File: src/rtl/fcv_pkg.sv
// ----------------------------------------------------------------------------
// fcv_pkg : shared definitions of the FIR full convolution block
// Widths, derived sizes, request and result types, and control codes.
// ----------------------------------------------------------------------------
package fcv_pkg;

  localparam int MAX_TAPS  = 8;
  localparam int VALUE_W   = 16;
  localparam int PROD_W    = 2 * VALUE_W;
  localparam int RESULT_W  = 35;
  localparam int TAPCFG_W  = 4;
  localparam int IDX_W     = 3;

  // Width that holds a tap count from 1 to MAX_TAPS and the raw register.
  localparam int CNT_W = ($clog2(MAX_TAPS + 1) > TAPCFG_W) ? $clog2(MAX_TAPS + 1) : TAPCFG_W;
  // Width for comparing a load index against a cell position.
  localparam int SEL_W = ($clog2(MAX_TAPS) > IDX_W) ? $clog2(MAX_TAPS) : IDX_W;

  // Registered adder tree.
  localparam int LEVELS = $clog2(MAX_TAPS);
  localparam int LEAVES = 1 << LEVELS;

  // Result queue: deep enough to cover every result in flight.
  localparam int QUEUE_DEPTH = 1 << $clog2(LEVELS + 3);
  localparam int QPTR_W      = $clog2(QUEUE_DEPTH);
  localparam int QCNT_W      = QPTR_W + 1;

  localparam logic [TAPCFG_W-1:0] TAP_COUNT_RESET = TAPCFG_W'(8);

  localparam logic OP_LOAD   = 1'b0;
  localparam logic OP_SAMPLE = 1'b1;

  typedef struct packed {
    logic                       operation;
    logic [IDX_W-1:0]           tap_index;
    logic signed [VALUE_W-1:0]  value;
    logic                       last_sample;
  } item_t;

  typedef struct packed {
    logic signed [RESULT_W-1:0] result;
    logic                       last_of_run;
  } res_t;

  typedef struct packed {
    logic shift;
    logic clear;
  } cell_ctrl_t;

  typedef enum logic {
    ST_RUN,
    ST_FLUSH
  } state_t;

endpackage

File: src/rtl/fcv_sum_tree.sv
// ----------------------------------------------------------------------------
// fcv_sum_tree : registered adder tree
// Sums the products of all cells, with a register at every tree level.
// ----------------------------------------------------------------------------
module fcv_sum_tree (
  input  logic                                             clk,
  input  logic                                             rst,
  input  logic                                             in_valid,
  input  logic                                             in_last,
  input  logic [fcv_pkg::MAX_TAPS-1:0][fcv_pkg::PROD_W-1:0] products,
  output logic                                             out_valid,
  output logic                                             out_last,
  output logic [fcv_pkg::RESULT_W-1:0]                     out_sum
);

  localparam int EXT_W = fcv_pkg::RESULT_W - fcv_pkg::PROD_W;

  logic [fcv_pkg::LEAVES-1:0][fcv_pkg::RESULT_W-1:0] leaf;
  logic [fcv_pkg::RESULT_W-1:0]                      node [1:fcv_pkg::LEAVES-1];
  logic [fcv_pkg::LEVELS-1:0]                        vpipe;
  logic [fcv_pkg::LEVELS-1:0]                        lpipe;

  // Sign-extend the products; unused leaves of the padded tree are zero.
  for (genvar i = 0; i < fcv_pkg::LEAVES; i++) begin : g_leaf
    if (i < fcv_pkg::MAX_TAPS) begin : g_used
      assign leaf[i] = {{EXT_W{products[i][fcv_pkg::PROD_W-1]}}, products[i]};
    end else begin : g_pad
      assign leaf[i] = '0;
    end
  end

  // Heap order: node 1 is the root, children of node i are 2i and 2i+1.
  for (genvar i = 1; i < fcv_pkg::LEAVES; i++) begin : g_node
    if (2 * i >= fcv_pkg::LEAVES) begin : g_bottom
      always_ff @(posedge clk) begin
        node[i] <= leaf[2*i-fcv_pkg::LEAVES] + leaf[2*i+1-fcv_pkg::LEAVES];
      end
    end else begin : g_inner
      always_ff @(posedge clk) begin
        node[i] <= node[2*i] + node[2*i+1];
      end
    end
  end

  always_ff @(posedge clk) begin
    if (rst) begin
      vpipe <= '0;
    end else begin
      vpipe[0] <= in_valid;
      for (int i = 1; i < fcv_pkg::LEVELS; i++) begin
        vpipe[i] <= vpipe[i-1];
      end
    end
  end

  always_ff @(posedge clk) begin
    lpipe[0] <= in_last;
    for (int i = 1; i < fcv_pkg::LEVELS; i++) begin
      lpipe[i] <= lpipe[i-1];
    end
  end

  assign out_valid = vpipe[fcv_pkg::LEVELS-1];
  assign out_last  = lpipe[fcv_pkg::LEVELS-1];
  assign out_sum   = node[1];

endmodule

File: config.mk
export PLATFORM = sky130hd
export DESIGN_NAME = fcv_sum_tree
export DESIGN_NICKNAME = d
export VERILOG_FILES = /design/src/rtl/fcv_pkg.sv /design/src/rtl/fcv_sum_tree.sv
export SDC_FILE = /design/constraint.sdc
export NUM_CORES = 1
export LEC_CHECK = 0
export BUFFER_PORTS_ARGS = -buffer_cell sky130_fd_sc_hd__buf_2
export CORE_MARGIN = 2
export CORE_UTILIZATION = 45
export CTS_BUF_LIST = sky130_fd_sc_hd__clkbuf_8
export DETAILED_ROUTE_END_ITERATION = 16
export PLACE_DENSITY_LB_ADDON = 0.05
export SYNTH_ARGS = -nofsm -noshare
export SYNTH_HDL_FRONTEND = slang
export SYNTH_SLANG_ARGS = --single-unit
File: constraint.sdc
create_clock -name clk -period 4.1 [get_ports clk]
set_input_delay 0.82 -clock clk [delete_from_list [all_inputs] [get_ports clk]]
set_output_delay 0.82 -clock clk [all_outputs]
set_load 0.02 [all_outputs]
== Yosys cells after proc, flatten, opt, wreduce, memory -nomap -nowiden ==
Memory sizes are Yosys's and may differ from the RTL's.
Cells that the tools add are included.

* Order comparisons: 0
* Bitwise logic cells: 0
* Shift-type cells: 0
* Reductions and logical operators: 0
* Divide/modulo/power cells: 0
* Equal/unequal tests: 0
* Multiplexer cells: 0
* $add $sub $neg: 7
* $mul: 0

{| class="wikitable"
|+ Operators with widths
! cell !! number
|-
| adder 32 x 32 -> 33 bit || 4
|-
| adder 35 bit || 3
|}

* Latch bits: 0
* Bits in read-only memories: 0
* Memories: 1
* Register bits: 6
* Output and inout port bits: 37
* Memory bits (writable): 245

{| class="wikitable"
|+ Memories
! memory !! words !! bits a word !! read ports !! clocked after Yosys merged registers in !! write ports !! line !! source
|-
| node || 7 || 35 || 7 || 0 || 7 || fcv_sum_tree.sv:19 || <nowiki>logic [fcv_pkg::RESULT_W-1:0] node [1:fcv_pkg::LEAVES-1];</nowiki>
|}

== Longest topological paths before layout ==
* Depth in word-level cells: 1
* Gate-level depth with buffers: 12

== Least setup slack after synthesis ==
No wires, ideal clock.

* Path kind: input -> register
* From: input port products[192] in the netlist's numbering
* To: register, netlist name node[1][138]
* Slack: 797 ps
* Data required time: 4028 ps
* Arrival time: 3231 ps
* Cell stages on the path: 11
* Cell sequence: ha_1 -> fa_1 -> a21oi_1 -> o21ai_0 -> a21oi_1 -> o21ai_0 -> a311oi_1 -> o2bb2ai_1 -> o21ai_1 -> a31oi_1 -> a2bb2oi_1

{| class="wikitable"
|+ RTL lines
! element !! line !! source
|-
| start: declaration || fcv_sum_tree.sv:10 || <nowiki>input logic [fcv_pkg::MAX_TAPS-1:0][fcv_pkg::PROD_W-1:0] products,</nowiki>
|}

==> run metrics <==
Hold Vio Cnt, Final 0; Yosys top cell by area dfxtp_1; Min-Delay Startpoint lpipe[0]$_DFF_P_; sequential share of power 29.0%; WS Path Type flip-flop to flip-flop; Yosys reg bits 243; post-synthesis cell count 1911; fmax 0.297 GHz; Placed Area 18500 um2; Crit path max-delay family compound AO/OA/AOI/OAI gates; Post-CTS Repair Setup Buffers 0; RSZ-0062 raised after global routing false; GRT Total Usage 22.7%; critical path cell sequence ha_1, inv_1, fa_1, nor2b_1, o2111ai_1, and3_1, nor3_2, nor2_1, o41ai_2, a221oi_1, a21oi_1, o211ai_1; fillcell total 3562; status complete, no violations; CTS tree yes; DRT Pass-1 Iters 5; die height 197 um; Synth Net Count 2406; DRC viols 0; worst relative slew slack 58.7%; worst hold-check path type flip-flop to flip-flop; setup TNS 0 ns; Rows 70; CP bufs+invs 1; post-DR wirelength/cell 16.6 um; antenna violations before repair 8; drt total wl 44800 um; min cycle time layout 3.37 ns; GP Congestion 0.963; Antenna Nets Post-Route 0; DP Wirelength 37400 um; CP startpoint node[0][70]$_DFF_P_; CP peak stage delay 0.62 ns; synth top area cells dfxtp_1 (29%), ha_1 (17%), xnor2_1 (6.9%); Synth-to-Final Area Change 15.8%; Design Area, Final 19500 um2; Iteration-0 DRC Markers 820; Ports 297; Gate power share 53.0%; total gr overflow 0; depth of the CTS H-tree 2; CTS Buffer Depth 3; Core ar. 36700 um2; DR vias/cell 5.42; Pwr per Cell Area 662 nW/um2; Finish-stage setup viols 0; Design Power 12.9 mW; Psw 5.25 mW; final net count 2688; most frequent cells in the layout buf_2 (296), dfxtp_1 (243), ha_1 (228), a21oi_1 (188), nor2_1 (135); Initial Utilization 45.8%; Cell Area, Synth 16800 um2; Clock Skew 0.0192 ns; post-synthesis async set-or-reset flop share 0%; Die ar. 38900 um2; # Max-Cap Violations 0; clk_lat worst skew 0.56 ns; Clock power frac 18.1%; Die Wd 197 um; crit path DAT 3.78 ns; period utilization 82.1%; TritonCTS Buffers 44; Yosys warnings 0; post-synthesis sequential area ratio 28.9%; clk slew on worst S/H paths 0.06 ns; critical path's slowest cell o41ai_2; total clock sinks 243; post-cts sizing count 0; Switching Fraction 40.8%; Yosys cell types 88; number of flops mapped to enable cells by yosys 0; top-area cell type share of the netlist area 28.9%; max-slew violations 0; actual slew at the worst max-slew pin 0.612 ns; syn avg cell area 8.80 um2; Startpoint Class flip-flop; first-pass GRT wire length 70700 um; largest net degree at the start of global routing 11; commonest non-fill, non-tap cell in the layout buf_2; CP required 4.52 ns; Leakage 9.34 nW; DR vias 14600; ys flop type dfxtp_1; layout cells sized above 1 18.0%; number of port buffers 296; Critical Path Fanout Max 4; Hold-fix buffers, CTS 0; kind of end point of the critical path flip-flop; Cell Int Power 7.63 mW; Root Driver clkbuf_8; VDD IR max 0.244 mV; worst flop-to-flop path startpoint node[0][70]$_DFF_P_; vias in the first global route 14200
[power groups by stage]
stage	sequential, mW	clock, mW	combinational, mW
6_report	3.73	2.33	6.82
5_1_grt	3.81	2.53	7.64
4_1_cts	3.74	2.43	6.79
3_5_place_dp	3.78	0	6.75
3_3_place_gp	3.78	0	6.71
2_1_floorplan	3.51	0	5.61
[metrics by stage]
stage / hold slack (ns) / instances / setup slack [ns] / util [%]
floorplan: 0.310 / 1911 / 0.797 / -
CTS: 0.338 / 2694 / 0.778 / 53.0
global route: 0.335 / 2696 / 0.580 / 53.0
finish: 0.331 / 2699 / 0.732 / 53.1
detailed placement: 0.318 / 2615 / 0.347 / 50.5
global placement: 0.318 / 2615 / 0.411 / 50.5
[worst register-to-register path, cell delays in order, from the launching register on]
cell       delay (ns)
dfxtp_1          0.40
ha_1             0.19
inv_1            0.05
fa_1             0.39
nor2b_1          0.17
o2111ai_1        0.15
and3_1           0.24
nor3_2           0.30
nor2_1           0.09
o41ai_2          0.62
a221oi_1         0.24
a21oi_1          0.27
o211ai_1         0.12
[path summary, 6_finish.rpt]
path,end,slack [ns],cells after the start
worst min register to register,lpipe[1]$_DFF_P_,0.33,0
worst min-delay path,lpipe[1]$_DFF_P_,0.33,0
worst max-delay path,node[0][67]$_DFF_P_,0.73,12
worst max register to register,node[0][67]$_DFF_P_,0.73,12
[kinds of logic (layout without fill, tap and decap cells)]
kind of cell               Yosys count  in the layout  share of synthesized area [%]
buffers and inverters              118            433                           3.44
and+or+nand+nor                    482            482                           14.0
DFF                                243            243                           28.9
AOI/OAI and AO/OA                  635            635                           25.5
adders and majority gates          235            235                           17.8
xor gates and xnor gates           191            191                           9.95
muxes                                7              7                          0.424
other                                0              5                              0
[per-layer routing]
metal / up-vias / GRT usage [%] / share of wire [%]
li1: 7573 / - / -
met1: 6601 / 29.6 / 47
met2: 351 / 37.3 / 45
met3: 105 / 3.98 / 5.2
met4: 6 / 9.22 / 3.3
met5: - / 0 / 0.098
[sequential cells by signal, indices dropped and copies added (netlist names)]
register,cells
vpipe,3
lpipe,3
node,237
[cells in the mapped netlist (7+ instances only)]
cell type	instances
a2111oi_0	11
a211oi_1	18
a21boi_0	8
a21o_1	127
a21oi_1	188
a31oi_1	30
and2_1	8
and3_1	26
buf_4	35
clkbuf_1	25
dfxtp_1	243
fa_1	7
ha_1	228
inv_1	54
nand2_1	117
nand2b_1	33
nand3_1	38
nand4_1	20
nor2_1	135
nor2b_1	45
nor3_1	26
o211ai_1	14
o21a_1	22
o21ai_0	80
o21bai_1	34
o31a_1	8
o31ai_1	9
or3_1	8
xnor2_1	133
xor2_1	58
[final cells by class]
cell class | instances | area [um2] | area share (%)
clock buffer | 56 | 771 | 3.96
multi-input combinational | 1550 | 11400 | 58.4
antenna | 5 | 12.5 | 0.0643
tap | 468 | 586 | 3.01
inverter | 54 | 203 | 1.04
timing repair buffer | 300 | 1510 | 7.76
sequential | 243 | 4860 | 25.0
clock inverter | 23 | 150 | 0.771
(Power assumes the default switching activity.)
