<file path="config.mk">
export PLATFORM = sky130hd
export DESIGN_NAME = fcv_out_queue
export DESIGN_NICKNAME = d
export VERILOG_FILES = /design/src/rtl/fcv_pkg.sv /design/src/rtl/fcv_out_queue.sv
export SDC_FILE = /design/constraint.sdc
export NUM_CORES = 1
export LEC_CHECK = 0
export BUFFER_PORTS_ARGS = -buffer_cell sky130_fd_sc_hd__buf_4
export CAP_MARGIN = 25
export CORE_ASPECT_RATIO = 0.75
export CORE_UTILIZATION = 48
export CTS_CLUSTER_SIZE = 20
export DETAILED_ROUTE_END_ITERATION = 10
export GPL_ROUTABILITY_DRIVEN = 0
export PLACE_DENSITY = 0.63
export SYNTH_ARGS = -nofsm -noshare
export SYNTH_HDL_FRONTEND = slang
export SYNTH_SLANG_ARGS = --single-unit
</file>
<file path="constraint.sdc">
create_clock -name clk -period 4.7 [get_ports clk]
set_clock_uncertainty 0.15 [all_clocks]
set_input_delay 0.94 -clock clk [delete_from_list [all_inputs] [get_ports clk]]
set_output_delay 0.94 -clock clk [all_outputs]
set_load 0.02 [all_outputs]
</file>
<file path="src/rtl/fcv_pkg.sv">
// ----------------------------------------------------------------------------
// fcv_pkg : shared definitions of the FIR full convolution block
// Widths, derived sizes, request and result types, and control codes.
// ----------------------------------------------------------------------------
package fcv_pkg;

  localparam int MAX_TAPS  = 8;
  localparam int VALUE_W   = 16;
  localparam int PROD_W    = 2 * VALUE_W;
  localparam int RESULT_W  = 35;
  localparam int TAPCFG_W  = 4;
  localparam int IDX_W     = 3;

  // Width that holds a tap count from 1 to MAX_TAPS and the raw register.
  localparam int CNT_W = ($clog2(MAX_TAPS + 1) > TAPCFG_W) ? $clog2(MAX_TAPS + 1) : TAPCFG_W;
  // Width for comparing a load index against a cell position.
  localparam int SEL_W = ($clog2(MAX_TAPS) > IDX_W) ? $clog2(MAX_TAPS) : IDX_W;

  // Registered adder tree.
  localparam int LEVELS = $clog2(MAX_TAPS);
  localparam int LEAVES = 1 << LEVELS;

  // Result queue: deep enough to cover every result in flight.
  localparam int QUEUE_DEPTH = 1 << $clog2(LEVELS + 3);
  localparam int QPTR_W      = $clog2(QUEUE_DEPTH);
  localparam int QCNT_W      = QPTR_W + 1;

  localparam logic [TAPCFG_W-1:0] TAP_COUNT_RESET = TAPCFG_W'(8);

  localparam logic OP_LOAD   = 1'b0;
  localparam logic OP_SAMPLE = 1'b1;

  typedef struct packed {
    logic                       operation;
    logic [IDX_W-1:0]           tap_index;
    logic signed [VALUE_W-1:0]  value;
    logic                       last_sample;
  } item_t;

  typedef struct packed {
    logic signed [RESULT_W-1:0] result;
    logic                       last_of_run;
  } res_t;

  typedef struct packed {
    logic shift;
    logic clear;
  } cell_ctrl_t;

  typedef enum logic {
    ST_RUN,
    ST_FLUSH
  } state_t;

endpackage

</file>
<file path="src/rtl/fcv_out_queue.sv">
// ----------------------------------------------------------------------------
// fcv_out_queue : result queue
// Small first-in first-out store that decouples the result channel.
// ----------------------------------------------------------------------------
module fcv_out_queue (
  input  logic            clk,
  input  logic            rst,
  input  logic            push,
  input  fcv_pkg::res_t   push_data,
  input  logic            stall,
  output logic            valid,
  output fcv_pkg::res_t   head,
  output logic            pop
);

  fcv_pkg::res_t                mem [fcv_pkg::QUEUE_DEPTH];
  logic [fcv_pkg::QPTR_W-1:0]   wr_ptr;
  logic [fcv_pkg::QPTR_W-1:0]   rd_ptr;
  logic [fcv_pkg::QCNT_W-1:0]   count;

  assign valid = (count != '0);
  assign pop   = valid && !stall;
  assign head  = mem[rd_ptr];

  always_ff @(posedge clk) begin
    if (push) begin
      mem[wr_ptr] <= push_data;
    end
  end

  always_ff @(posedge clk) begin
    if (rst) begin
      wr_ptr <= '0;
      rd_ptr <= '0;
      count  <= '0;
    end else begin
      if (push) begin
        wr_ptr <= wr_ptr + 1'b1;
      end
      if (pop) begin
        rd_ptr <= rd_ptr + 1'b1;
      end
      case ({push, pop})
        2'b10:   count <= count + 1'b1;
        2'b01:   count <= count - 1'b1;
        default: count <= count;
      endcase
    end
  end

endmodule

</file>
== After elaboration in Yosys (flattened, before gate mapping) ==
Memories as Yosys holds them, arrays and structs flattened. A register that Yosys moved wholly into a read port is not among the register bits.
Index checks and enable logic that the tools add are counted.

* Memory bits (read-only): 0
* Memories: 1
* RAM bits: 288
* Logic and storage cells: 19
* Input port bits: 40
* Output and inout bits: 38
* Register bits: 10
* Latch bits: 0

{| class="wikitable"
|+ Memories
! name !! depth !! bits a word !! read ports !! clocked after Yosys merged registers in !! wr ports !! line !! RTL
|-
| mem || 8 || 36 || 1 || 1 || 1 || fcv_out_queue.sv:16 || <nowiki>fcv_pkg::res_t mem [fcv_pkg::QUEUE_DEPTH];</nowiki>
|}

* Multiply operators: 0
* Bitwise logic cells: 0
* Shifts and indexed selects: 0
* Add/subtract/negate cells: 4
* Div/mod/pow operators: 0
* Multiplexer cells: 5
* Magnitude comparators: 0
* Reductions and logical operators: 4
* Equal/unequal tests: 2

{| class="wikitable"
|+ Operators by type and width
! cell !! number
|-
| 4-bit one-hot mux with 2 select lines || 1
|-
| 3-bit by 1-bit adder with 3-bit output (second input constant) || 2
|-
| 3-bit two-way mux || 2
|-
| 4-bit by 1-bit adder with 4-bit output (second input constant) || 1
|-
| 4-bit nonzero test || 1
|-
| 4-bit by 1-bit subtractor with 4-bit output (second input constant) || 1
|-
| 2-bit by 1-bit == test with 1-bit output (second input constant) || 1
|-
| 2-bit == test (second input constant) || 1
|-
| 1-bit two-way mux || 2
|-
| 2-bit nonzero test || 1
|-
| 1-bit logical AND || 1
|-
| 1-bit logical NOT || 1
|}

== Longest topological paths before layout ==
Gate-level depths: netlist (run 1).

* Word-level depth: 4
* Mapped depth: 9

== Worst setup path before layout (run 1) ==
OpenSTA, ideal clock, no wires.

* Path type: input to register
* Start: input push
* End: memory mem[0][0] (netlist bit) (enable)
* Arrival time: 3509 ps
* Path buffers: 0
* Cell stages on the path: 2
* Setup slack: 567 ps
* Cell sequence: nand2b_1 nor3_1

* Longest elaborated chain between the ends: 2

{| class="wikitable"
|+ Ends and longest elaborated chain
! element !! line !! RTL
|-
| start: declaration || fcv_out_queue.sv:8 || <nowiki>input logic push,</nowiki>
|-
| 1-bit two-way mux || fcv_out_queue.sv:26 || <nowiki>if (push) begin</nowiki>
|-
| 1-bit two-way mux (not written as such) || fcv_out_queue.sv:27 || <nowiki>mem[wr_ptr] <= push_data;</nowiki>
|-
| end: declaration || fcv_out_queue.sv:16 ||
|}

Every way passes these cells.

==> results.md, run 1 <==
* Met3 Usage GRT at 0.0362
* Post-Layout Cell Count at 943
* Crit path max fanout at 41
* Crit start category: flip-flop
* Outcome: complete, no violations
* Dpl cells at 890
* Post-synthesis cell count at 488
* Share of cells above drive strength 1 at 0.296
* LEAKAGE at 4.55 nW
* Dpl cell area at 0.0128 mm²
* CTS root buf: clkbuf_16
* Yosys reg bits at 301
* Crit path required time at 3610 ps
* Seq/Total Area, Yosys at 0.760
* Most frequent cells in the layout: edfxtp_1, buf_4, mux4_1, mux2_2, clkbuf_16
* Switching share of power at 0.246
* Fin. max-slew vios at 0
* P_int at 5.16 mW
* Most common cell after layout, fill and taps aside: edfxtp_1
* Final net count at 635
* FMAX at 0.258 GHz
* Measured slew at the worst slew-check pin at 1000 ps
* Psw at 1.69 mW
* First-pass GRT wire length at 32.3 mm
* Starting Density at 0.489
* Finished Cell Area at 0.0137 mm²
* Clock Power Share at 0.341
* Cell variety after synth at 26
* PwrDens at 499 mW/mm²
* Arr. time, crit path at 2780 ps
* Setup TNS at 0 ps
* Post-CTS setup buffer count at 0
* Crit path kind: reg2out
* Via count at 5126
* Synth warn at 0
* Die X at 182 µm
* Met1 Use GR at 0.237
* CTS Buf Count at 29
* Cts hold-fix bufs at 0
* Antenna viol nets, final at 0
* CTS Buffer Depth at 3
* Via density at 5.44
* Most crowded layer after global routing: met2
* Vias in the first global route at 5400
* Min-Delay Path Class: reg2reg
* Antenna cells at 0
* RSZ-0062 raised after global routing: false
* GRT overflow at 0
* Combinational fraction of design power at 0.191
* Largest net degree at the start of global routing at 73
* GR Util met2 at 0.297
* Row Count at 49
* Final Hold Viols at 0
* Routed WL at 21.4 mm
* H-tree depth at 1
* Worst VDD drop at 300 µV
* Final worst path period share at 0.824
* Post-CTS sizing at 0
* Post-Syn Nets at 533
* Minimum clock period at 3870 ps
* Die Area at 0.0250 mm²
* Fill cells at 1736
* Slew HR at 0.334
* Gr usage total at 0.176
* Avg Inst Size Synth at 24.0 µm²
* Largest cells by area after synthesis: edfxtp_1, mux4_1, mux2_2, dfxtp_1, buf_6
* Post-synth top area share at 0.738
* Setup crit end kind: output pin
* Area growth syn-to-layout at 17.1%
* Detailed placement HPWL at 11.8 mm
* IO Count at 78
* Initial antenna violation count at 0
* Total core area at 0.0240 mm²
* Drt drc at 0
* CTS sink count at 301
* Clk slew on worst S/H paths at 60 ps
* DRT iter0 DRCs at 398
* Synthesized area at 0.0117 mm²
* Area leader, netlist: edfxtp_1
* TritonCTS clock tree: built
* # setup viols final at 0
* Avg WL per Cell at 22.7 µm
* IO Port Bufs at 77
* Sequential power share at 0.468
* Max cap viols at 0
* Clk_lat worst skew at 530 ps
* Die Y at 137 µm
* DR pass1 iterations at 4
## cells by family (layout without fill, tap and decap cells)
family                   after synthesis  in the layout  share of synthesized area
buffers and inverters                 24            148                     0.0130
multiplexers                         112            112                      0.200
XOR/XNOR                               7              7                    0.00523
AO/OA/AOI/OAI                          7              7                    0.00363
flip-flops                           301            301                      0.760
AND/OR/NAND/NOR                       32             32                     0.0126
adder cells (fa/ha/maj)                5              5                    0.00534
## cell usage after synthesis, drive strengths merged
cell    number
a21oi        3
a41oi        1
buf         17
clkbuf       5
dfxtp       13
edfxtp     288
ha           5
inv          2
mux2        38
mux2i        2
mux4        72
nand2        5
nand2b       3
nor2        16
nor2b        1
nor3         3
nor3b        1
nor4         1
nor4b        1
o21ai        2
o41ai        1
or3          1
xnor2        3
xor2         4
## worst paths after layout
check	from	endpoint	slack (ps)	depth (start not counted)
max reg2reg	count[1]$_SDFFE_PP0P_	count[2]$_SDFFE_PP0P_	1860	9
min reg2reg	rd_ptr[1]$_SDFFE_PP0N_	flip-flop	350	2
min	rd_ptr[1]$_SDFFE_PP0N_	flip-flop	350	2
max	flip-flop	head[34]	830	4
## registers in the layout, indices dropped and copies added, names as in the netlist, named ones only
register / flops
mem: 288
wr_ptr: 3
rd_ptr: 3
count: 4
## area by class of cell
cell class                 count  area [µm²]  area share
clock buffer                  33         741      0.0540
clock inverter                20         218      0.0159
inverter                       2        7.51    0.000547
multi-input combinational    163        2710       0.197
sequential                   301        8920       0.650
tap                          331         414      0.0302
timing repair buffer          93         711      0.0518
## critical path: stages (launching register included)
cell	delay [ps]
dfxtp_4	820
buf_12	320
mux4_1	570
mux2_2	320
buf_4	170
## per-stage QoR
step                setup WS, ps  utilization  hold slack [ps]  total power [mW]
global route                 741        0.572              392              7.11
finish                       827        0.572              352              6.85
floorplan                    567            -              322              4.17
detailed placement          1360        0.532              340              4.59
CTS                          792        0.572              354              6.92
global placement            1360        0.532              342              4.56
## routing by layer
metal  routed length [µm]  up-vias  part of all wire
li1                     -     2321                 -
met5                    0        -                 0
met4                  391        0             0.018
met2                10500      111              0.49
met3                  968       30             0.045
met1                 9540     2664              0.45
## power by group through the flow
stage / combinational [mW] / clock (mW) / sequential, mW
detailed placement: 1.33 / 0 / 3.27
CTS: 1.33 / 2.38 / 3.21
floorplan: 1.05 / 0 / 3.12
global placement: 1.30 / 0 / 3.26
global route: 1.41 / 2.48 / 3.22
finish: 1.31 / 2.34 / 3.20
Note: power is estimated with default switching activity, not from simulation.
==> inputs of run 2 (changes only) <==
- clock period: 4.7 -> 3.7 ns (I/O delays scaled with it)
==> run 2 against run 1 <==
Effect of this change:
- critical path depth unchanged
- routed wire length is 0.44% higher
- global-route usage fell by 0.11 points
- largest power group unchanged
- critical path type unchanged
- first-iteration DRC count is 17% lower
- cell count is 0.32% higher
- via count up 1.2%
==> results.md, run 2 (synthesized netlist as in run 1, its figures left out) <==
* Outcome: complete, no violations
* # setup viols final at 0 (unchanged)
* Crit start category: flip-flop
* Initial antenna violation count at 0 (unchanged)
* Antenna viol nets, final at 0 (unchanged)
* Final worst path period share at 0.917
* Drt drc at 0 (unchanged)
* CTS sink count at 301 (unchanged)
* Measured slew at the worst slew-check pin at 661 ps (-338 ps)
* Die Y at 137 µm (unchanged)
* Slew HR at 0.555 (+0.221)
* CTS root buf: clkbuf_16
* Final net count at 638 (+0.47%)
* Die X at 182 µm (unchanged)
* FMAX at 0.295 GHz
* Minimum clock period at 3390 ps
* Clk slew on worst S/H paths at 60 ps (about the same)
* Total power at 8.58 mW (+25%)
* DR pass1 iterations at 4 (unchanged)
* Area growth syn-to-layout at 17.5%
* GRT overflow at 0 (unchanged)
* Via density at 5.49 (+0.91%)
* IO Port Bufs at 77 (unchanged)
* Share of cells above drive strength 1 at 0.301 (+0.00506)
* IO Count at 78 (unchanged)
* H-tree depth at 1 (unchanged)
* Setup TNS at 0 ps (unchanged)
* TritonCTS clock tree: built
* Largest net degree at the start of global routing at 43 (-41%)
* Dpl cell area at 0.0129 mm² (+0.82%)
* Slowest cell on the critical path: mux4_1
* Clk_lat worst skew at 530 ps (about the same)
* Avg WL per Cell at 22.7 µm (+0.13%)
* Fin. max-slew vios at 0 (unchanged)
* Worst VDD drop at 411 µV (+37%)
* Crit path kind: reg2out
* Most common cell after layout, fill and taps aside: edfxtp_1
* Starting Density at 0.489 (unchanged)
* LEAKAGE at 4.57 nW (+0.38%)
* Via count at 5189 (+1.2%)
* Gr usage total at 0.175 (-0.00108)
* Row Count at 49 (unchanged)
* Critical Path Max Stage Delay at 610 ps (-210 ps)
* DRT iter0 DRCs at 332 (-17%)
* CTS Buffer Depth at 3 (unchanged)
* Detailed placement HPWL at 12.3 mm (+3.6%)
* Setup crit end kind: output pin
* Crit path cell chain: buf_12, mux4_1, mux2_2, buf_4
* Max cap viols at 0 (unchanged)
* Antenna cells at 0 (unchanged)
* Post-CTS setup buffer count at 0 (unchanged)
* Finished Cell Area at 0.0138 mm² (+0.39%)
* Crit path max fanout at 28 (-32%)
* CTS Buf Count at 28 (-3.4%)
* Routed WL at 21.5 mm (+0.44%)
* Final Hold Viols at 0 (unchanged)
* RSZ-0062 raised after global routing: false
* Cts hold-fix bufs at 0 (unchanged)
* Most flops, register: mem
* Die Area at 0.0250 mm² (unchanged)
* Most frequent cells in the layout: edfxtp_1, buf_4, mux4_1, mux2_2, clkbuf_16
* Number of flip-flops in the largest register at 288 (unchanged)
* Final Util at 0.574 (+0.00224)
* Min-Delay Path Class: in2reg
* PwrDens at 623 mW/mm² (+25%)
* Arr. time, crit path at 2500 ps (-280 ps)
* Total core area at 0.0240 mm² (unchanged)
* Crit path required time at 2810 ps (-800 ps)
* First-pass GRT wire length at 32.0 mm (-0.88%)
* Largest registers: mem: 288 flops, count: 4 flops
* Post-CTS sizing at 0 (unchanged)
* Vias in the first global route at 5402 (+0.037%)
-- run 2: cell types whose count changed in the layout (fill, tap and decap cells not counted), moves of 2 or more --
cell and delta:
buf_12 +5, bufinv_16 -2, clkinv_1 -2, clkinv_2 +2
clkinvlp_4 -2, nor3_2 -2, nor3_4 +2
-- run 2: worst paths after layout --
kind                           from  cells after the start  slack, ps                    end
min reg2reg  rd_ptr[1]$_SDFFE_PP0N_                      2        350              flip-flop
max reg2reg   count[1]$_SDFFE_PP0P_                      9        820  count[2]$_SDFFE_PP0P_
max                       flip-flop                      4        310               head[22]
min                   push_data[17]                      1        280   mem[2][17]$_DFFE_PP_
-- run 2: metal layers --
metal / track usage / vias to the layer above / wire length, µm
met2: 0.304 / 110 / 10600
met5: 0 / - / 0
met1: 0.232 / 2725 / 9540
met4: 0.0383 / 0 / 331
li1: - / 2328 / -
met3: 0.0344 / 26 / 1010
-- run 2: metrics by stage --
step	cells	hold slack [ps]	setup slack [ps]
after global placement	894	325	841
after CTS	946	259	253
after detailed placement	894	344	785
final	946	276	307
after floorplan	488	322	732
after global routing	946	263	212
-- run 2: report_power, final --
group          total [mW]  internal, mW  leakage [nW]  switching, mW
Combinational        1.77         0.946          1.40          0.828
Clock                2.82          1.64         0.446           1.18
Sequential           3.99          3.86          2.72          0.130
Total                8.58          6.44          4.57           2.14
-- run 2: critical path, delay by kind of cell, from the launching register on --
family,cells,cell delay [ps]
flops,1,570
buf+inv,2,440
mux,2,920
-- run 2: final cells by class --
cell class / instances / area (µm²)
Clock buffer: 34 / 744
Clock inverter: 18 / 163
Fill cell: 1754 / 10200
Inverter: 2 / 7.51
Multi-Input combinational cell: 163 / 2720
Sequential cell: 301 / 8920
Tap cell: 331 / 414
Timing Repair Buffer: 97 / 803
