<file path="config.mk">
export PLATFORM = sky130hd
export DESIGN_NAME = fcv_tap_cell
export DESIGN_NICKNAME = d
export VERILOG_FILES = /design/src/rtl/fcv_pkg.sv /design/src/rtl/fcv_tap_cell.sv
export SDC_FILE = /design/constraint.sdc
export NUM_CORES = 1
export LEC_CHECK = 0
export ABC_AREA = 1
export BUFFER_PORTS_ARGS = -buffer_cell sky130_fd_sc_hd__buf_2
export CAP_MARGIN = 0
export CELL_PAD_IN_SITES_DETAIL_PLACEMENT = 1
export CELL_PAD_IN_SITES_GLOBAL_PLACEMENT = 1
export CORE_MARGIN = 2
export CORE_UTILIZATION = 40
export DETAILED_ROUTE_END_ITERATION = 16
export PLACE_DENSITY_LB_ADDON = 0.25
export REMOVE_ABC_BUFFERS = 1
export SYNTH_ARGS = -nofsm -noshare
export SYNTH_HDL_FRONTEND = slang
export SYNTH_SLANG_ARGS = --single-unit
</file>
<file path="constraint.sdc">
create_clock -name clk -period 6.3 [get_ports clk]
set_input_delay 0.63 -clock clk [delete_from_list [all_inputs] [get_ports clk]]
set_output_delay 0.63 -clock clk [all_outputs]
set_load 0.01 [all_outputs]
</file>
<file path="src/rtl/fcv_pkg.sv">
// ----------------------------------------------------------------------------
// fcv_pkg : shared definitions of the FIR full convolution block
// Widths, derived sizes, request and result types, and control codes.
// ----------------------------------------------------------------------------
package fcv_pkg;

  localparam int MAX_TAPS  = 8;
  localparam int VALUE_W   = 16;
  localparam int PROD_W    = 2 * VALUE_W;
  localparam int RESULT_W  = 35;
  localparam int TAPCFG_W  = 4;
  localparam int IDX_W     = 3;

  // Width that holds a tap count from 1 to MAX_TAPS and the raw register.
  localparam int CNT_W = ($clog2(MAX_TAPS + 1) > TAPCFG_W) ? $clog2(MAX_TAPS + 1) : TAPCFG_W;
  // Width for comparing a load index against a cell position.
  localparam int SEL_W = ($clog2(MAX_TAPS) > IDX_W) ? $clog2(MAX_TAPS) : IDX_W;

  // Registered adder tree.
  localparam int LEVELS = $clog2(MAX_TAPS);
  localparam int LEAVES = 1 << LEVELS;

  // Result queue: deep enough to cover every result in flight.
  localparam int QUEUE_DEPTH = 1 << $clog2(LEVELS + 3);
  localparam int QPTR_W      = $clog2(QUEUE_DEPTH);
  localparam int QCNT_W      = QPTR_W + 1;

  localparam logic [TAPCFG_W-1:0] TAP_COUNT_RESET = TAPCFG_W'(8);

  localparam logic OP_LOAD   = 1'b0;
  localparam logic OP_SAMPLE = 1'b1;

  typedef struct packed {
    logic                       operation;
    logic [IDX_W-1:0]           tap_index;
    logic signed [VALUE_W-1:0]  value;
    logic                       last_sample;
  } item_t;

  typedef struct packed {
    logic signed [RESULT_W-1:0] result;
    logic                       last_of_run;
  } res_t;

  typedef struct packed {
    logic shift;
    logic clear;
  } cell_ctrl_t;

  typedef enum logic {
    ST_RUN,
    ST_FLUSH
  } state_t;

endpackage

</file>
<file path="src/rtl/fcv_tap_cell.sv">
// ----------------------------------------------------------------------------
// fcv_tap_cell : one tap of the delay line
// Holds one sample and one coefficient and registers their masked product.
// ----------------------------------------------------------------------------
module fcv_tap_cell (
  input  logic                              clk,
  input  logic                              rst,
  input  fcv_pkg::cell_ctrl_t               ctrl,
  input  logic                              kernel_we,
  input  logic [fcv_pkg::VALUE_W-1:0]       kernel_data,
  input  logic                              tap_on,
  input  logic [fcv_pkg::VALUE_W-1:0]       sample_in,
  output logic [fcv_pkg::VALUE_W-1:0]       sample,
  output logic [fcv_pkg::PROD_W-1:0]        product
);

  logic signed [fcv_pkg::VALUE_W-1:0] kernel;
  logic signed [fcv_pkg::PROD_W-1:0]  mult;

  // The product is formed from the value entering the cell, so it matches
  // the line as it stands after this shift.
  assign mult = kernel * $signed(sample_in);

  always_ff @(posedge clk) begin
    if (kernel_we) begin
      kernel <= $signed(kernel_data);
    end
  end

  always_ff @(posedge clk) begin
    if (rst) begin
      sample <= '0;
    end else if (ctrl.shift) begin
      sample <= ctrl.clear ? '0 : sample_in;
    end
  end

  always_ff @(posedge clk) begin
    if (ctrl.shift) begin
      product <= tap_on ? mult : '0;
    end
  end

endmodule

</file>
Word-level counts from Yosys, hierarchy flattened
Cells that the tools add are included.

Bits of input ports: 38. Flip-flop bits (word level): 64. Output and inout bits: 48.

$mul: 1. Muxes and demuxes: 1.

Operator list (number): multiplier 16 x 16 -> 32 bit (1); two-way mux 16 bit (1).

Depth between registers and ports, before layout
Gate-level depths: netlist of the first run.

Depth in word-level cells: 1. Mapped depth: 27. Mapped depth without buffers: 25.

Least setup slack after synthesis of the first run
Ideal clock, no wire load.

Kind: input-to-reg. From: input sample_in[5] (netlist name). To: register product[31] (netlist name) (data pin). Library setup time: 0.253 ns. Arrival time: 5.626 ns. Slack: 0.421 ns. Stages: 22. Path through: clkbuf_1 > clkbuf_1 > nand2_1 > fa_1 > inv_1 > fa_1 > inv_1 > fa_1 > fa_1 > fa_1 > fa_1 > inv_1 > ha_1 > nand2_1 > nor2_1 > nand3_1 > nor3_1 > nand2_1 > inv_1 > nor2_2 > nor2_1 > nor2_1.

Cells in the longest elaborated chain, start to end: 1.

Ends and longest elaborated chain: from (decl) (RTL line fcv_tap_cell.sv:12) `input logic [fcv_pkg::VALUE_W-1:0] sample_in,`; multiplier 16 x 16 -> 32 bit (RTL line fcv_tap_cell.sv:22) `assign mult = kernel * $signed(sample_in);`; to (signal assigned) (RTL line fcv_tap_cell.sv:40) `product <= tap_on ? mult : '0;`; to (decl) (RTL line fcv_tap_cell.sv:14) `output logic [fcv_pkg::PROD_W-1:0] product`.

No other way between the ends. A chain may end at the register's enable or synchronous reset.

Worst setup path after layout of the first run
From: register kernel[9] (netlist name). To: register product[31] (netlist name) (data pin).

Cells in the longest elaborated chain, start to end: 1.

Ends and longest elaborated chain: from (decl) (RTL line fcv_tap_cell.sv:17) `logic signed [fcv_pkg::VALUE_W-1:0] kernel;`; from (signal assigned) (RTL line fcv_tap_cell.sv:26) `kernel <= $signed(kernel_data);`; multiplier 16 x 16 -> 32 bit (RTL line fcv_tap_cell.sv:22).

No other way between the ends.

==> results.md, run 1 <==
- Top FF cell, synth: edfxtp_1
- Largest family of logic cells by synthesized area: adder cells
- Final Util: 45.0%
- # H-tree levels: 3
- Flop2flop setup slack: 0.36 ns
- Layout Nets: 2084
- # clock sinks: 64
- Crit share post-route: 94.2%
- Cts hold-fix bufs: 0
- Max FO, Critical Path: 12
- Vias: 10200
- Synth Area in Adders: 48.7%
- Share of cells above drive strength 1: 10.0%
- Dpl cell area: 13900 µm²
- TritonCTS clock tree: yes
- Cell variety after synth: 30
- CTS Buffer Depth: 2
- Core outline area: 31600 µm²
- Pre-CTS setup slack: -0.0326 ns
- Endpoints failing hold: 0
- Xor/xnor share of the synthesized area: 0.136%
- Share of synthesized registers carrying an async set or reset: 0%
- DIE WIDTH: 184 µm
- Syn Area/Cell: 7.96 µm²
- Post-synthesis compound-gate area fraction: 4.18%
- DR iter-0 viols: 474
- Top-area cell type share of the netlist area: 40.7%
- Hold Path Stages: 1
- Max cap viols: 0
- Final min period: 5.94 ns
- CTS Buf Count: 9
- DIE HEIGHT: 184 µm
- Clock Tree Root: clkbuf_16
- Vias in the first global route: 11600
- Mux contribution to synthesized area: 0%
- Port bufs: 85
- Slew of the pin with the lowest slew margin: 0.846 ns
- Worst Hold End: kernel[14]$_DFFE_PP_
- N_diodes: 0
- Yosys warns: 0
- DP HPWL: 31600 µm
- Grt ovf: 0
- Starting Density: 40.7%
- Initial antenna violation count: 0
- Largest net degree at the start of global routing: 65
- Hold Crit Start: kernel_data[14]
- R2R depth: 23
- Synth Instances: 1619
- Total GRT Usage: 24.0%
- Synth area leader: fa_1
- Syn Std Cell Area: 12900 µm²
- Worst Setup End Kind: flip-flop
- Startpoint Class: flip-flop
- Simple-gate share of the synthesized area: 17.8%
- Final GP Congestion: 0.872
- Hold WS: 0.431 ns
- Worst EP required: 6.44 ns
- Clk_lat worst skew: 0.38 ns
- Antenna-violating nets left: 0
- Reg2reg end: product[31]$_SDFFCE_PN0P_
- Reg2Reg Launch Point: kernel[9]$_DFFE_PP_
- Hold crit path type: in -> reg
- RSZ-0062 raised after global routing: false
- Avg WL per Cell: 17.5 µm
- Worst Skew: 0.0122 ns
- Die area: 33700 µm²
- Row Count: 65
- Synth Register Bits: 64
- Most common cell after layout, fill and taps aside: inv_1
- IO Pins: 86
- Register area share after synthesis: 13.7%
- Residual DRC: 0
- Slew Viols, Final: 0
- CP Data Arrival Time: 6.07 ns
- Worst Setup Slack, final: 0.364 ns
- Status: finished, final reports clean
- Max Freq: 0.168 GHz
- CP Class: reg -> reg
- Largest cells by area after synthesis: fa_1 (41%), inv_1 (14%), nand2_1 (13%)
- Post-synth EDFFs: 48
- Max-slew headroom: 43.6%
- Most frequent cells in the layout: inv_1 (468), nand2_1 (439), fa_1 (260)
- Total Routed Length: 36900 µm
- Fin area: 14200 µm²
- Drt pass-1 iters: 5
- First-pass GRT wire length: 61500 µm
- Area Overhead vs Synth: 10.5%
- Worst-path clk slew: 0.07 ns
- Final Setup Violations: 0
- Vias per Instance: 4.86
[sequential cells by signal, summed over array words and instances (netlist names)]
name,flops
sample,16
kernel,16
product,32
[synth_stat cells (2+ instances only)]
library cell	instances
edfxtp_1	48
nand3_2	2
clkbuf_1	64
nand3b_1	4
o21ai_0	27
a21oi_1	56
dfxtp_1	16
nand3_1	34
nand2_2	4
nor2_1	69
or2_2	4
fa_1	262
nor2_2	5
o21ai_1	2
nand2_1	439
ha_1	82
nand4_1	5
inv_1	468
o21bai_1	4
nor3_1	6
o21a_1	9
[timing repair]
item                       CTS  global route
setup endpoints to repair    0             4
gates resized for setup      0             4
setup buffers                0             3
[layout make-up]
cell class | instances | area (µm²)
tap | 402 | 503
sequential | 64 | 1760
multi-input combinational | 1021 | 9130
clock buffer | 10 | 229
inverter | 468 | 1760
clock inverter | 6 | 36.3
timing repair buffer | 138 | 827
fill | 3876 | 17400
[kinds of logic (layout without fill, tap and decap cells)]
family,Yosys count,in the layout
adder cells (fa/ha/maj),344,344
AND/OR/NAND/NOR,575,575
buffers and inverters,534,622
XOR/XNOR,2,2
flip-flops,64,64
AO/OA/AOI/OAI,100,100
[worst max-delay path, cell delays in order, from the launching register on]
cell	delay, ns
edfxtp_1	0.65
nand2_1	0.17
inv_1	0.07
fa_1	0.55
inv_1	0.05
fa_1	0.45
fa_1	0.52
inv_1	0.06
fa_1	0.53
fa_1	0.51
inv_1	0.05
fa_1	0.48
inv_1	0.04
ha_1	0.34
nand2_1	0.16
inv_1	0.07
a21oi_1	0.33
nand3_2	0.20
nand2_1	0.11
inv_1	0.05
nor2_2	0.12
nand2_1	0.07
nand2_1	0.06
nor2_1	0.05
[metal layers]
| metal | wire length (µm) | vias up | GRT usage [%] |
|---|---|---|---|
| li1 | - | 4792 | - |
| met1 | 16800 | 5270 | 32.2 |
| met2 | 18500 | 152 | 41.5 |
| met3 | 1020 | 35 | 3.21 |
| met4 | 558 | 0 | 5.31 |
| met5 | 0 | - | 0 |
[how the worst max path moves through the flow]
| stage | startpoint | endpoint | slack, ns | cells past startpoint |
|---|---|---|---|---|
| 2_1_floorplan | sample_in[1] | product[31]$_SDFFCE_PN0P_ | 0.76 | 20 |
| 4_1_cts | kernel[15]$_DFFE_PP_ | product[30]$_SDFFCE_PN0P_ | 0.30 | 21 |
| 3_5_place_dp | sample_in[7] | product[30]$_SDFFCE_PN0P_ | -0.03 | 22 |
| 5_1_grt | kernel[15]$_DFFE_PP_ | product[30]$_SDFFCE_PN0P_ | 0.008 | 21 |
| 6_report | kernel[9]$_DFFE_PP_ | product[31]$_SDFFCE_PN0P_ | 0.36 | 23 |
| 3_3_place_gp | sample_in[2] | product[22]$_SDFFCE_PN0P_ | 0.04 | 22 |
[stage by stage]
| step | instances | setup TNS, ns |
|---|---|---|
| after floorplan | 1553 | 0 |
| after global placement | 2090 | 0 |
| after detailed placement | 2090 | -0.0326 |
| after CTS | 2106 | 0 |
| after global routing | 2109 | 0 |
| final | 2109 | 0 |
Power of run 1 is not shown: default switching activity piles up to over one toggle a cycle in this logic, so the estimate is an artifact.
==> inputs of run 2 (changes only) <==
==> constraint.sdc (replaced) <==
create_clock -name clk -period 7.6 [get_ports clk]
set_input_delay 1.52 -clock clk [delete_from_list [all_inputs] [get_ports clk]]
set_output_delay 1.52 -clock clk [all_outputs]
set_load 0.01 [all_outputs]
==> run 2 against run 1 <==
  * Register-to-register slack better by 0.77 ns
  * Die area unchanged
  * Flip-flop and latch count unchanged
==> results.md, run 2 (synthesis gave the netlist of run 1 again) <==
- Max-slew headroom: 37.0% (-6.6 points)
- Hold crit path type: reg -> reg
- Antenna-violating nets left: 0 (unchanged)
- Worst-path clk slew: 0.06 ns (about the same)
- Max cap viols: 0 (unchanged)
- Final Setup Violations: 0 (unchanged)
- N_diodes: 0 (unchanged)
- Total Routed Length: 37200 µm (+0.89%)
- CP Data Arrival Time: 7.07 ns (+1.00 ns)
- Clk_lat worst skew: 0.37 ns (about the same)
- Vias in the first global route: 11500 (-0.67%)
- DP HPWL: 31100 µm (-1.4%)
- Cts hold-fix bufs: 0 (unchanged)
- # clock sinks: 64 (unchanged)
- Slowest Stage Delay on Critical Path: 0.76 ns (+0.11 ns)
- Fin area: 13900 µm² (-2.3%)
- Residual DRC: 0 (unchanged)
- Slew of the pin with the lowest slew margin: 0.946 ns (+0.0991 ns)
- DIE WIDTH: 184 µm (unchanged)
- Share of cells above drive strength 1: 7.57% (-2.5 points)
- Dpl cell area: 13700 µm² (-2.1%)
- Area Overhead vs Synth: 8.00%
- Most common cell on crit path: fa_1
- Worst-path cell chain: buf_2, nand2_1, fa_1, inv_1, fa_1, fa_1, fa_1, inv_1, fa_1, inv_1, fa_1, ha_1, nand2_1, nor2_1, nand2_1, nor4_1, nand2_1, a21oi_1, nor2_1
- Crit share post-route: 91.4%
- Layout Nets: 2042 (-2.0%)
- Endpoints failing hold: 0 (unchanged)
- CTS Buf Count: 9 (unchanged)
- Slew Viols, Final: 0 (unchanged)
- Worst Skew: 0.00681 ns (-0.00544 ns)
- DR iter-0 viols: 506 (+6.8%)
- Starting Density: 40.7% (unchanged)
- Port bufs: 85 (unchanged)
- Final GP Congestion: 0.844 (-3.1%)
- Worst EP required: 7.72 ns (+1.28 ns)
- IO Pins: 86 (unchanged)
- Post-cts gate resize count: 0 (unchanged)
- Worst path slowest cell: fa_1
- Pre-CTS setup slack: 0.277 ns (+0.309 ns)
- Clock Tree Root: clkbuf_16
- Vias per Instance: 4.88 (+0.35%)
- WP buf/inv: 4 (-3)
- Total GRT Usage: 24.3% (+0.28 points)
- Max FO, Critical Path: 17 (+5)
- Final min period: 6.95 ns
- Startpoint Class: primary input
- Die area: 33700 µm² (unchanged)
- RSZ-0062 raised after global routing: false
- CP Class: in -> reg
- Avg WL per Cell: 18.0 µm (+2.9%)
- DIE HEIGHT: 184 µm (unchanged)
- Most frequent cells in the layout: inv_1 (468), nand2_1 (439), fa_1 (262)
- Largest net degree at the start of global routing: 65 (unchanged)
- Post-CTS setup buffers: 0 (unchanged)
- Setup TNS: 0 ns (unchanged)
- TritonCTS clock tree: yes
- Most common cell after layout, fill and taps aside: inv_1
- Status: finished, final reports clean
- First-pass GRT wire length: 61800 µm (+0.43%)
- Vias: 10100 (-1.6%)
- Initial antenna violation count: 1 (+1)
- Max Freq: 0.144 GHz
- # H-tree levels: 3 (unchanged)
- Top delay family on crit path: adder cells
- Largest regs: product (32), kernel (16), sample (16)
- Row Count: 65 (unchanged)
- Largest register FFs: 32 (unchanged)
- Drt pass-1 iters: 5 (unchanged)
- Largest reg by FF count: product
- Worst Setup Slack, final: 0.652 ns (+0.288 ns)
- Core outline area: 31600 µm² (unchanged)
- CTS Buffer Depth: 2 (unchanged)
- Grt ovf: 0 (unchanged)
- Worst Setup End Kind: flip-flop
==> run 2: final timing paths <==
check | from | end | slack, ns | depth (start not counted)
worst max-delay path | sample_in[4] | product[30]$_SDFFCE_PN0P_ | 0.65 | 19
worst min-delay path | sample[0]$_SDFFE_PP0P_ | sample[0]$_SDFFE_PP0P_ | 0.53 | 2
worst max register to register | kernel[15]$_DFFE_PP_ | product[30]$_SDFFCE_PN0P_ | 1.13 | 18
worst min register to register | sample[0]$_SDFFE_PP0P_ | sample[0]$_SDFFE_PP0P_ | 0.53 | 2
==> run 2: final cells by class <==
class                           instances  area, µm²
Clock buffer                           13        250
Fill cell                            3897      17700
Sequential cell                        64       1760
Clock inverter                          3       18.8
Inverter                              468       1760
Timing Repair Buffer                   96        508
Multi-Input combinational cell       1021       9120
Tap cell                              402        503
==> run 2: stage by stage <==
| step | cells | hold slack (ns) | util [%] |
|---|---|---|---|
| 2_1_floorplan | 1553 | 0.543 | - |
| 3_3_place_gp | 2051 | 0.503 | 43.1 |
| 6_report | 2067 | 0.533 | 44.0 |
| 4_1_cts | 2067 | 0.536 | 44.0 |
| 5_1_grt | 2067 | 0.563 | 44.0 |
| 3_5_place_dp | 2051 | 0.515 | 43.1 |
==> run 2: worst register-to-register path, delay by kind of cell, from the launching register on <==
family / cells / cell delay (ns)
adder cells (fa/ha/maj): 7 / 3.90
AND/OR/NAND/NOR: 7 / 0.97
flip-flops: 1 / 0.88
buffers and inverters: 3 / 0.30
AO/OA/AOI/OAI: 1 / 0.15
==> run 2: metal layers <==
metal  part of all wire (%)  track usage, %
met1                     45            31.9
met2                     50            42.1
met3                    3.8            3.57
met4                    1.8            6.05
met5                      0               0
Power of run 2 is left out for the same reason.
==> inputs of run 3 (changes only) <==
CORE_MARGIN = not set   (was 2)
HOLD_SLACK_MARGIN = 0.08   (was not set)
==> run 3 against run 2 <==
  * Highest routed layer unchanged
  * First-iteration DRC count fell by 8.7%
  * Sequential share of layout area about the same
  * Worst hold slack got worse by 0.0037 ns
  * Clock-buffer cell count decreased by 3
  * Critical path type unchanged
  * Critical endpoint unchanged
  * Core utilization increased by 0.063 points
==> results.md, run 3 (synthesis gave the netlist of run 1 again) <==
- Clock Tree Root: clkbuf_16
- DP HPWL: 31100 µm (about the same)
- Global-route met1 utilization: 33.2% (+1.3 points)
- Worst Setup Slack, final: 0.582 ns (-0.0699 ns)
- Crit share post-route: 92.3% (+0.92 points)
- Clk_lat worst skew: 0.37 ns (about the same)
- Endpoints failing hold: 0 (unchanged)
- Max-slew headroom: 38.6% (+1.6 points)
- Flop2flop setup slack: 1.13 ns (about the same)
- Residual DRC: 0 (unchanged)
- Status: finished, final reports clean
- Max Freq: 0.142 GHz (-1.0%)
- Most frequent cells in the layout: inv_1 (468), nand2_1 (439), fa_1 (262)
- Pre-CTS setup slack: 0.253 ns (-0.0236 ns)
- CTS Buf Count: 9 (unchanged)
- IO Pins: 86 (unchanged)
- # H-tree levels: 3 (unchanged)
- First-pass GRT wire length: 62500 µm (+1.1%)
- DIE HEIGHT: 182 µm (-1.1%)
- Max FO, Critical Path: 17 (unchanged)
- Final min period: 7.02 ns (+0.0699 ns)
- Core outline area: 31600 µm² (unchanged)
- Largest reg by FF count: product
- Worst EP required: 7.73 ns (about the same)
- Max cap viols: 0 (unchanged)
- Starting Density: 40.7% (unchanged)
- Cts hold-fix bufs: 0 (unchanged)
- RSZ-0062 raised after global routing: false
- Crit path from: sample_in[1]
- CP Data Arrival Time: 7.14 ns (+0.07 ns)
- Largest regs: product (32), kernel (16), sample (16)
- Reg2reg end: product[30]$_SDFFCE_PN0P_
- Reg2Reg Launch Point: kernel[15]$_DFFE_PP_
- Row Count: 65 (unchanged)
- R2R depth: 18 (unchanged)
- Total Routed Length: 37000 µm (-0.62%)
- DR iter-0 viols: 462 (-8.7%)
- CP endpoint: product[30]$_SDFFCE_PN0P_
- Area Overhead vs Synth: 8.15%
- Final GP Congestion: 0.867 (+2.7%)
- Worst-path clk slew: 0.06 ns (about the same)
- Avg WL per Cell: 17.9 µm (-0.62%)
- Slew of the pin with the lowest slew margin: 0.922 ns (-0.0238 ns)
- Layer with the highest usage: met2
- Setup TNS: 0 ns (unchanged)
- Layout Nets: 2042 (unchanged)
- Drt pass-1 iters: 5 (unchanged)
- Most common cell after layout, fill and taps aside: inv_1
- Worst Setup End Kind: flip-flop
- CTS Buffer Depth: 2 (unchanged)
- Vias: 10200 (+0.94%)
- Initial antenna violation count: 0 (-1)
- Die area: 32900 µm² (-2.2%)
- TritonCTS clock tree: yes
- Post-cts gate resize count: 0 (unchanged)
- Antenna-violating nets left: 0 (unchanged)
- # fillers: 3880 (-0.44%)
- Startpoint Class: primary input
- CP Class: in -> reg
- Worst Skew: 0.0116 ns (+0.00476 ns)
- Hold crit path type: reg -> reg
- Largest net degree at the start of global routing: 65 (unchanged)
- Global Route met3 Usage: 3.37% (-0.20 points)
- Post-CTS setup buffers: 0 (unchanged)
- Vias in the first global route: 11500 (-0.26%)
- Met2 Use GR: 43.1% (+0.99 points)
- Vias per Instance: 4.92 (+0.94%)
- Slew Viols, Final: 0 (unchanged)
- Largest register FFs: 32 (unchanged)
- Total GRT Usage: 24.9% (+0.66 points)
- DIE WIDTH: 182 µm (-1.1%)
- Grt ovf: 0 (unchanged)
- Share of cells above drive strength 1: 7.63% (+0.060 points)
- # clock sinks: 64 (unchanged)
- Port bufs: 85 (unchanged)
- Final Setup Violations: 0 (unchanged)
- N_diodes: 0 (unchanged)
==> run 3: changes by cell type in the layout (fill, tap and decap cells not counted) <==
cell / change
clkbuf_1: -2
bufinv_16: +1
clkbuf_8: -1
clkinv_1: +1
clkinvlp_4: +1
==> run 3: routing by layer <==
metal / share of wire (%) / vias to the layer above
li1: - / 4714
met1: 45 / 5283
met2: 50 / 151
met3: 3.3 / 27
met4: 1.4 / 0
met5: 0 / -
==> run 3: final cells by class <==
class / instances / area, µm² / area share (%)
Multi-Input combinational cell: 1021 / 9120 / 65.4
Inverter: 468 / 1760 / 12.6
Timing Repair Buffer: 96 / 508 / 3.64
Sequential cell: 64 / 1760 / 12.6
Tap cell: 402 / 503 / 3.61
Clock buffer: 10 / 229 / 1.64
Clock inverter: 6 / 60.1 / 0.431
==> run 3: worst max-delay path, cell delays in order <==
cell and delay, ns:
buf_2 0.31, nand2_1 0.17, inv_1 0.18, fa_1 0.55, fa_1 0.86, fa_1 0.54
fa_1 0.51, fa_1 0.49, inv_1 0.05, fa_1 0.47, inv_1 0.04, ha_1 0.41
nand2_1 0.15, nor2_2 0.16, nand2_1 0.10, nor4_1 0.25, nand2_1 0.12, a21oi_1 0.18
nor2_1 0.06
==> run 3: stage by stage <==
step / cell area [µm²] / utilization, % / cells / hold WS [ns]
after CTS: 13900 / 44.1 / 2067 / 0.533
after floorplan: 12600 / - / 1553 / 0.543
final: 13900 / 44.1 / 2067 / 0.529
after detailed placement: 13700 / 43.1 / 2051 / 0.513
after global placement: 13700 / 43.1 / 2051 / 0.500
after global routing: 13900 / 44.1 / 2067 / 0.557
==> run 3: how the worst min path moves through the flow <==
stage / start / endpoint / slack [ns] / cells after the start
floorplan: sample[0]$_SDFFE_PP0P_ / sample[0]$_SDFFE_PP0P_ / 0.54 / 2
detailed placement: sample[0]$_SDFFE_PP0P_ / sample[0]$_SDFFE_PP0P_ / 0.51 / 2
CTS: sample[1]$_SDFFE_PP0P_ / sample[1]$_SDFFE_PP0P_ / 0.53 / 2
global route: sample[0]$_SDFFE_PP0P_ / sample[0]$_SDFFE_PP0P_ / 0.56 / 2
finish: sample[1]$_SDFFE_PP0P_ / sample[1]$_SDFFE_PP0P_ / 0.53 / 2
global placement: sample[3]$_SDFFE_PP0P_ / sample[3]$_SDFFE_PP0P_ / 0.50 / 2
Power of run 3 is left out for the same reason.
